==> config.mk <==
export PLATFORM = sky130hd
export DESIGN_NAME = radix_glyph_converter_core
export DESIGN_NICKNAME = d
export VERILOG_FILES = /design/src/sv/rgc_pkg.sv /design/src/sv/radix_glyph_converter_core.sv /design/src/sv/rgc_dpath.sv /design/src/sv/rgc_ctrl.sv
export SDC_FILE = /design/constraint.sdc
export NUM_CORES = 2
export LEC_CHECK = 0
export BUFFER_PORTS_ARGS = -buffer_cell sky130_fd_sc_hd__buf_2
export CORE_ASPECT_RATIO = 1.4
export CORE_MARGIN = 2
export CORE_UTILIZATION = 30
export CTS_CLUSTER_SIZE = 28
export DETAILED_ROUTE_END_ITERATION = 16
export PLACE_DENSITY = 0.43
export SYNTH_ARGS = -nofsm -noshare
export SYNTH_HDL_FRONTEND = slang
export SYNTH_SLANG_ARGS = --single-unit
==> constraint.sdc <==
create_clock -name clk -period 14.4 [get_ports clk]
set_input_delay 1.44 -clock clk [delete_from_list [all_inputs] [get_ports clk]]
set_output_delay 1.44 -clock clk [all_outputs]
set_load 0.03 [all_outputs]
==> src/sv/rgc_pkg.sv <==
// ----------------------------------------------------------------------------
// rgc_pkg: shared types and constants of the radix glyph converter
// Glyph tables, register indexes, controller states and the command and
// status words between controller and datapath.
// ----------------------------------------------------------------------------
`timescale 1ns / 1ps

package rgc_pkg;

  localparam int NUM_W          = 64;
  localparam int GLYPH_W        = 8;
  localparam int RADIX_W        = 6;
  localparam int CFG_IDX_W      = 2;
  localparam int DEF_VALUE_BITS = 64;
  localparam int DEF_MAX_DIGITS = 64;

  localparam logic [RADIX_W-1:0]   RADIX_RESET = 6'd10;
  localparam logic [RADIX_W-1:0]   RADIX_MIN   = 6'd2;
  localparam logic [CFG_IDX_W-1:0] REG_RADIX     = 2'd0;
  localparam logic [CFG_IDX_W-1:0] REG_DIRECTION = 2'd1;
  localparam logic                 DIR_TO_GLYPH  = 1'b0;
  localparam logic                 DIR_TO_NUMBER = 1'b1;
  localparam logic [GLYPH_W-1:0]   GLYPH_PLUS    = 8'd43;
  localparam logic [RADIX_W-1:0]   DIGIT_UNKNOWN = 6'd62;

  typedef enum logic [2:0] {
    S_IDLE,
    S_DIV,
    S_DIGIT,
    S_EMIT_RD,
    S_EMIT_WR,
    S_ACC,
    S_NUM
  } state_t;

  typedef struct packed {
    logic in_ready;
    logic div_step;
    logic digit_push;
    logic acc_step;
    logic out_digit;
    logic out_number;
  } cmd_t;

  typedef struct packed {
    logic direction;
    logic in_valid;
    logic last;
    logic bit_done;
    logic more;
    logic count_last;
    logic out_free;
  } sts_t;

  function automatic logic [GLYPH_W-1:0] digit_glyph(input logic [RADIX_W-1:0] d);
    logic [GLYPH_W-1:0] dw;
    dw = {2'b00, d};
    if (d inside {[6'd0:6'd9]}) begin
      return dw + 8'd48;
    end else if (d inside {[6'd10:6'd35]}) begin
      return dw + 8'd55;
    end else if (d inside {[6'd36:6'd61]}) begin
      return dw + 8'd61;
    end
    return GLYPH_PLUS;
  endfunction

  function automatic logic [RADIX_W-1:0] glyph_digit(input logic [GLYPH_W-1:0] g);
    logic [GLYPH_W-1:0] dw;
    dw = g;
    if (g inside {[8'd48:8'd57]}) begin
      dw = g - 8'd48;
      return dw[RADIX_W-1:0];
    end else if (g inside {[8'd65:8'd90]}) begin
      dw = g - 8'd55;
      return dw[RADIX_W-1:0];
    end else if (g inside {[8'd97:8'd122]}) begin
      dw = g - 8'd61;
      return dw[RADIX_W-1:0];
    end
    return DIGIT_UNKNOWN;
  endfunction

endpackage

==> src/sv/radix_glyph_converter_core.sv <==
// ----------------------------------------------------------------------------
// radix_glyph_converter_core: number to digit glyph converter, base 2..63
// Direction 0 takes one 64-bit value and returns its digits most significant
// first, glyphs 0-9, A-Z, a-z and '+', run_last on the final one; zero gives
// a single '0'. Direction 1 takes glyphs and returns the value after the glyph
// marked last, with overflowed set if it passed VALUE_BITS bits. Digits come
// from a restoring divider that resolves one quotient bit a cycle; each digit
// is stored, then the digits are read back and sent as glyphs. A glyph in
// direction 1 is added in through a single multiply-add; after the last one
// the value is written to the output register.
// Only one value is worked on at a time; a result waiting in the output
// register does not stop the next glyph from being taken.
// ----------------------------------------------------------------------------
`timescale 1ns / 1ps

module radix_glyph_converter_core import rgc_pkg::*; #(
  parameter int VALUE_BITS = DEF_VALUE_BITS,
  parameter int MAX_DIGITS = DEF_MAX_DIGITS
) (
  input  logic                 clk,
  input  logic                 rst,
  input  logic                 in_valid,
  output logic                 in_ready,
  input  logic [NUM_W-1:0]     number_in,
  input  logic [GLYPH_W-1:0]   glyph_in,
  input  logic                 glyph_last,
  output logic                 out_valid,
  input  logic                 out_ready,
  output logic [GLYPH_W-1:0]   glyph_out,
  output logic [NUM_W-1:0]     number_out,
  output logic                 overflowed,
  output logic                 run_last,
  input  logic                 cfg_valid,
  output logic                 cfg_ready,
  input  logic [CFG_IDX_W-1:0] cfg_index,
  input  logic [RADIX_W-1:0]   cfg_data
);

  cmd_t cmd;
  sts_t sts;

  assign in_ready = cmd.in_ready;

  rgc_ctrl u_ctrl (
    .clk (clk),
    .rst (rst),
    .sts (sts),
    .cmd (cmd)
  );

  rgc_dpath #(
    .VALUE_BITS (VALUE_BITS),
    .MAX_DIGITS (MAX_DIGITS)
  ) u_dpath (
    .clk        (clk),
    .rst        (rst),
    .in_valid   (in_valid),
    .number_in  (number_in),
    .glyph_in   (glyph_in),
    .glyph_last (glyph_last),
    .out_ready  (out_ready),
    .out_valid  (out_valid),
    .glyph_out  (glyph_out),
    .number_out (number_out),
    .overflowed (overflowed),
    .run_last   (run_last),
    .cfg_valid  (cfg_valid),
    .cfg_ready  (cfg_ready),
    .cfg_index  (cfg_index),
    .cfg_data   (cfg_data),
    .cmd        (cmd),
    .sts        (sts)
  );

endmodule

==> src/sv/rgc_dpath.sv <==
// ----------------------------------------------------------------------------
// rgc_dpath: datapath of the radix glyph converter
// Configuration registers, bit-serial divider, digit store, multiply-add
// accumulator and the output word register.
// ----------------------------------------------------------------------------
`timescale 1ns / 1ps

module rgc_dpath import rgc_pkg::*; #(
  parameter int VALUE_BITS = DEF_VALUE_BITS,
  parameter int MAX_DIGITS = DEF_MAX_DIGITS
) (
  input  logic                 clk,
  input  logic                 rst,
  input  logic                 in_valid,
  input  logic [NUM_W-1:0]     number_in,
  input  logic [GLYPH_W-1:0]   glyph_in,
  input  logic                 glyph_last,
  input  logic                 out_ready,
  output logic                 out_valid,
  output logic [GLYPH_W-1:0]   glyph_out,
  output logic [NUM_W-1:0]     number_out,
  output logic                 overflowed,
  output logic                 run_last,
  input  logic                 cfg_valid,
  output logic                 cfg_ready,
  input  logic [CFG_IDX_W-1:0] cfg_index,
  input  logic [RADIX_W-1:0]   cfg_data,
  input  cmd_t                 cmd,
  output sts_t                 sts
);

  localparam int IDX_W = $clog2(MAX_DIGITS);
  localparam int CNT_W = $clog2(MAX_DIGITS + 1);
  localparam int BIT_W = $clog2(VALUE_BITS);
  localparam int SUM_W = VALUE_BITS + RADIX_W + 1;

  logic [RADIX_W-1:0]    radix;
  logic                  direction;
  logic [VALUE_BITS-1:0] quo;
  logic [RADIX_W-1:0]    rem;
  logic [BIT_W-1:0]      bitcnt;
  logic [CNT_W-1:0]      count;
  logic                  trunc;
  logic [RADIX_W-1:0]    digit_store [MAX_DIGITS];
  logic [RADIX_W-1:0]    rd_data;
  logic [RADIX_W-1:0]    digit_q;
  logic                  last_q;
  logic [VALUE_BITS-1:0] acc;
  logic                  ovf_seen;

  logic                  in_fire;
  logic [RADIX_W:0]      trial;
  logic [RADIX_W:0]      diff;
  logic                  ge;
  logic [RADIX_W-1:0]    rem_next;
  logic [CNT_W-1:0]      count_dec;
  logic [IDX_W-1:0]      rd_addr;
  logic [SUM_W-2:0]      prod;
  logic [SUM_W-1:0]      sum;
  logic                  sum_ovf;

  assign in_fire   = in_valid && cmd.in_ready;
  assign cfg_ready = 1'b1;

  // one restoring division step
  assign trial    = {rem, quo[VALUE_BITS-1]};
  assign diff     = trial - {1'b0, radix};
  assign ge       = (trial >= {1'b0, radix});
  assign rem_next = ge ? diff[RADIX_W-1:0] : trial[RADIX_W-1:0];

  assign count_dec = count - CNT_W'(1);
  assign rd_addr   = count_dec[IDX_W-1:0];

  // multiply-add with overflow detect
  assign prod    = {{RADIX_W{1'b0}}, acc} * {{VALUE_BITS{1'b0}}, radix};
  assign sum     = {1'b0, prod} + SUM_W'(digit_q);
  assign sum_ovf = |sum[SUM_W-1:VALUE_BITS];

  always_ff @(posedge clk) begin
    if (rst) begin
      radix     <= RADIX_RESET;
      direction <= DIR_TO_GLYPH;
    end else if (cfg_valid) begin
      case (cfg_index)
        REG_RADIX: begin
          radix <= (cfg_data inside {6'd0, 6'd1}) ? RADIX_MIN : cfg_data;
        end
        REG_DIRECTION: begin
          direction <= cfg_data[0];
        end
        default: begin
        end
      endcase
    end
  end

  always_ff @(posedge clk) begin
    if (in_fire) begin
      quo     <= number_in[VALUE_BITS-1:0];
      rem     <= '0;
      bitcnt  <= BIT_W'(VALUE_BITS - 1);
      digit_q <= glyph_digit(glyph_in);
      last_q  <= glyph_last;
    end else if (cmd.div_step) begin
      quo    <= {quo[VALUE_BITS-2:0], ge};
      rem    <= rem_next;
      bitcnt <= bitcnt - BIT_W'(1);
    end else if (cmd.digit_push) begin
      rem    <= '0;
      bitcnt <= BIT_W'(VALUE_BITS - 1);
    end
  end

  always_ff @(posedge clk) begin
    if (cmd.digit_push) begin
      digit_store[count[IDX_W-1:0]] <= rem;
      trunc                         <= (quo != '0);
    end
    rd_data <= digit_store[rd_addr];
  end

  always_ff @(posedge clk) begin
    if (rst) begin
      count <= '0;
    end else if (in_fire) begin
      count <= '0;
    end else if (cmd.digit_push) begin
      count <= count + CNT_W'(1);
    end else if (cmd.out_digit) begin
      count <= count_dec;
    end
  end

  always_ff @(posedge clk) begin
    if (rst) begin
      acc      <= '0;
      ovf_seen <= 1'b0;
    end else if (cmd.out_number) begin
      acc      <= '0;
      ovf_seen <= 1'b0;
    end else if (cmd.acc_step && !ovf_seen) begin
      if (sum_ovf) begin
        ovf_seen <= 1'b1;
      end else begin
        acc <= sum[VALUE_BITS-1:0];
      end
    end
  end

  always_ff @(posedge clk) begin
    if (rst) begin
      out_valid <= 1'b0;
    end else if (cmd.out_digit || cmd.out_number) begin
      out_valid <= 1'b1;
    end else if (out_ready) begin
      out_valid <= 1'b0;
    end
  end

  always_ff @(posedge clk) begin
    if (cmd.out_digit) begin
      glyph_out  <= digit_glyph(rd_data);
      number_out <= '0;
      overflowed <= trunc;
      run_last   <= (count == CNT_W'(1));
    end else if (cmd.out_number) begin
      glyph_out  <= '0;
      number_out <= NUM_W'(acc);
      overflowed <= ovf_seen;
      run_last   <= 1'b1;
    end
  end

  always_comb begin
    sts.direction  = direction;
    sts.in_valid   = in_valid;
    sts.last       = last_q;
    sts.bit_done   = (bitcnt == '0);
    sts.more       = (quo != '0) && (count < CNT_W'(MAX_DIGITS - 1));
    sts.count_last = (count == CNT_W'(1));
    sts.out_free   = !out_valid || out_ready;
  end

  a_count_bound: assert property (@(posedge clk) disable iff (rst)
    count <= CNT_W'(MAX_DIGITS))
    else $error("digit count beyond store depth");

  a_no_overwrite: assert property (@(posedge clk) disable iff (rst)
    (out_valid && !out_ready) |-> !(cmd.out_digit || cmd.out_number))
    else $error("output word overwritten before taken");

  a_acc_held: assert property (@(posedge clk) disable iff (rst)
    (ovf_seen && !cmd.out_number) |=> (acc == $past(acc)))
    else $error("accumulator moved after overflow");

endmodule

==> src/sv/rgc_ctrl.sv <==
// ----------------------------------------------------------------------------
// rgc_ctrl: controller of the radix glyph converter
// Sequences division, digit store, glyph emission and accumulation.
// ----------------------------------------------------------------------------
`timescale 1ns / 1ps

module rgc_ctrl import rgc_pkg::*; (
  input  logic clk,
  input  logic rst,
  input  sts_t sts,
  output cmd_t cmd
);

  state_t state;
  state_t state_next;

  always_ff @(posedge clk) begin
    if (rst) begin
      state <= S_IDLE;
    end else begin
      state <= state_next;
    end
  end

  always_comb begin
    state_next = state;
    case (state)
      S_IDLE: begin
        if (sts.in_valid) begin
          state_next = (sts.direction == DIR_TO_NUMBER) ? S_ACC : S_DIV;
        end
      end
      S_DIV: begin
        if (sts.bit_done) begin
          state_next = S_DIGIT;
        end
      end
      S_DIGIT: begin
        state_next = sts.more ? S_DIV : S_EMIT_RD;
      end
      S_EMIT_RD: begin
        state_next = S_EMIT_WR;
      end
      S_EMIT_WR: begin
        if (sts.out_free) begin
          state_next = sts.count_last ? S_IDLE : S_EMIT_RD;
        end
      end
      S_ACC: begin
        state_next = sts.last ? S_NUM : S_IDLE;
      end
      S_NUM: begin
        if (sts.out_free) begin
          state_next = S_IDLE;
        end
      end
      default: begin
        state_next = S_IDLE;
      end
    endcase
  end

  always_comb begin
    cmd = '0;
    case (state)
      S_IDLE:    cmd.in_ready   = 1'b1;
      S_DIV:     cmd.div_step   = 1'b1;
      S_DIGIT:   cmd.digit_push = 1'b1;
      S_EMIT_WR: cmd.out_digit  = sts.out_free;
      S_ACC:     cmd.acc_step   = 1'b1;
      S_NUM:     cmd.out_number = sts.out_free;
      default: begin
      end
    endcase
  end

  a_acc_after_take: assert property (@(posedge clk) disable iff (rst)
    cmd.acc_step |-> $past(cmd.in_ready && sts.in_valid))
    else $error("accumulate without a taken glyph");

  a_idle_after_run: assert property (@(posedge clk) disable iff (rst)
    (cmd.out_digit && sts.count_last) |=> cmd.in_ready)
    else $error("controller not idle after final digit");

endmodule
==> impl_metrics.tcl <==
set metrics [dict create \
    outcome "finished clean" \
    htreeDepth 3 \
    startpoint_type "flip-flop" \
    synth_ff_type "edfxtp_1" \
    clockBufferDepth 3 \
    cts.clk_slew.worst_paths_ns 0.06 \
    die_x_um 310.0 \
    worstPathMaxFanout 43 \
    rows 157 \
    crit_type "flip-flop to flip-flop" \
    multi_input_area_um2 20900 \
    cts_buffers 74 \
    seq_power_share_pct 45.8 \
    wl_per_cell_um 22.24 \
    place.gp.congestion 0.8267 \
    start_util_pct 30.15 \
    cts-resized-gates 0 \
    fin_crit_ns 7.510 \
    antenna_found_initial 6 \
    max_freq_mhz 133.2 \
    synth_nets 3982 \
    arrival_ns 8.10 \
    grt_pass1_wl_um 181000 \
    avgSynthCellArea_um2 11.34 \
    netlist.area_leader.share_pct 35.51 \
    dr.pass1.iters 5 \
    slew_violations 0 \
    dp_hpwl_um 82350 \
    power.density_nw_per_um2 114.6 \
    hold_buffers 0 \
    yosys_warnings 0 \
    syn_to_final_growth_pct 12.45 \
    grt_util_all_layers_pct 17.94 \
    port_buffers 160 \
    fillCellCount 13350 \
    synthCells 3467 \
    cts_root_buf "clkbuf_16" \
    grt_pass1_vias 28680 \
    relSlewSlack_pct 28.77 \
    core_area_um2 130400 \
    synth-async-reset-ratio_pct 0 \
    synth_area_leaders "edfxtp_1 36%, fa_1 13%, dfxtp_1 8.4%, and2_1 6.0%, ha_1 5.5%" \
    rsz0062_at_grt "no" \
    cts.sinks 630 \
    endpoint_kind "flip-flop" \
    fin_cells 5330 \
    combPwrFrac_pct 16.1 \
    dieArea_um2 134000 \
    synth-edff-count 465 \
    leakagePower_nw 17.95 \
    synth_common_cells "465 x edfxtp_1, 438 x nand2_1, 379 x and2_1, 255 x fa_1, 204 x a21oi_1" \
    dpl.cell_count 5191 \
    register_area_um2 17290 \
    synth_most_common_cell "edfxtp_1" \
    ys_seq_area_share_pct 43.91 \
    fin_setup_tns_ns 0 \
    max-cap-violations 0 \
    tritoncts "done" \
    drive_gt1_share_pct 12.54 \
    setup_ws_ns 6.890 \
    grt_max_degree 73 \
    hp-class "flip-flop to flip-flop" \
    via_count 26840 \
    syn-cell-area_um2 39320 \
    dpl_worst_slack_ns 6.930 \
    switching_power_mw 1.495 \
    totalWireLength_um 118600 \
    nets 4033 \
    intPower_mw 3.573 \
    clk_latency_ns 0.70 \
    swShare_pct 29.49 \
    ant_nets 0 \
    io_pins 163 \
    final_util_pct 33.90 \
    cts_setup_buffers 0 \
    die_h_um 432.4 \
    setup-violations-final 0 \
    period_share_pct 52.15 \
    final-hold-violation-count 0 \
    drtIter0Drc 1479 \
    clock_skew_ns 0.03500 \
    grt_overflow 0 \
    required_ns 14.99 \
    ir_drop_uv 102.2 \
    pwr-share-clk_pct 38.1 \
    viasPerCell 5.036 \
    worstMarginPinSlew_ns 1.066 \
    synth-seq-cells 630 \
    yosys.area.top_type "edfxtp_1" \
    synth.distinct_cells 78 \
    drc_errors 0 \
]
-- state kept, by name (all words and copies together), names as in the netlist, 3 cells and up --
signal / count
u_dpath.digit_q: 6
u_dpath.rd_data: 6
u_dpath.glyph_out: 7
u_dpath.digit_store: 384
u_dpath.count: 7
u_dpath.number_out: 64
u_dpath.bitcnt: 6
u_dpath.rem: 6
u_ctrl.state: 3
u_dpath.acc: 64
u_dpath.radix: 6
u_dpath.quo: 64
-- cell usage in the layout (no fill, tap or decap), types with 12 or more instances in the layout --
cell,n
o21ai_1,15
buf_4,32
ha_1,173
a21o_1,28
xor2_1,22
nor2_1,167
dfxtp_2,12
o211ai_1,17
nand4_1,91
o31ai_1,67
clkbuf_16,74
o21ai_0,53
nor4_1,19
a21oi_1,204
mux4_2,96
xnor2_1,53
and2_1,378
nor2b_1,33
o21a_1,15
o21bai_1,14
nand2b_1,12
fa_1,255
a211oi_1,55
and3_1,16
buf_2,160
nand3_1,98
clkbuf_1,14
a31oi_1,16
nand2_1,435
clkinv_2,18
edfxtp_1,465
nor3_1,32
dfxtp_1,151
inv_1,86
mux2i_1,33
-- power groups by stage --
stage / logic (mW) / registers, mW / clock network (mW)
2_1_floorplan: 0.475 / 2.39 / 0
3_3_place_gp: 0.831 / 2.36 / 0
3_5_place_dp: 0.835 / 2.36 / 0
4_1_cts: 0.837 / 2.32 / 2.01
5_1_grt: 0.916 / 2.33 / 2.07
6_report: 0.817 / 2.32 / 1.93
-- per-layer routing --
layer / global-route usage, % / wire [um] / vias up / part of all wire [%]
met5: 0 / 9 / - / 0.0076
met4: 5.187 / 2868 / 2 / 2.4
met3: 2.560 / 4755 / 153 / 4.0
met2: 32.46 / 61900 / 555 / 52
met1: 21.93 / 49030 / 13570 / 41
li1: - / - / 12560 / -
-- area by class of cell --
cell class,instances,area share (%)
antenna,1,0.005659
sequential,630,39.10
timing repair buffer,192,2.354
inverter,88,0.7526
clock buffer,93,4.462
multi-input combinational,2532,47.27
tap,1749,4.949
clock inverter,45,1.112
-- through the flow --
step	cell area, um2	hold WS, ns	total power [mW]
CTS	44220	0.4333	5.163
finish	44220	0.4288	5.068
global placement	41750	0.4186	3.189
floorplan	39320	0.4550	2.867
global route	44220	0.4466	5.318
detailed placement	41750	0.4241	3.192
-- cell families (layout without fill, tap and decap cells) --
group | count (synthesis) | after routing | share of synthesized area, %
XOR/XNOR | 77 | 77 | 1.715
AO/OA/AOI/OAI | 565 | 565 | 9.298
adder cells (fa/ha/maj) | 429 | 429 | 18.52
AND/OR/NAND/NOR | 1325 | 1325 | 16.95
other | 2 | 3 | 0.01910
multiplexers | 134 | 134 | 6.481
flip-flops | 630 | 630 | 43.91
buffers and inverters | 305 | 418 | 3.105
-- critical path, stage by stage (launching register included) --
cell	delay, ns
dfxtp_2	0.79
buf_4	0.53
and2_1	0.22
fa_1	0.42
fa_1	0.57
fa_1	0.43
ha_1	0.29
ha_1	0.51
nand4_1	0.27
nor3_1	0.58
a2111oi_0	0.21
nand4_1	0.14
a32oi_1	0.18
o21a_1	0.29
o211ai_1	0.32
o211a_2	0.57
buf_4	0.57
a31oi_1	0.21
a311oi_1	0.28
-- path summary, 6_finish.rpt --
kind / from / end / slack (ns) / depth (start not counted)
hold reg to reg: u_dpath.number_out[31] / u_dpath.number_out[31] / 0.43 / 2
setup / recovery: u_dpath.radix[0] / u_dpath.acc[63] / 6.89 / 18
hold / removal: u_dpath.number_out[31] / u_dpath.number_out[31] / 0.43 / 2
setup reg to reg: u_dpath.radix[0] / u_dpath.acc[63] / 6.89 / 18
No activity file was read; power rests on OpenSTA's default activity.
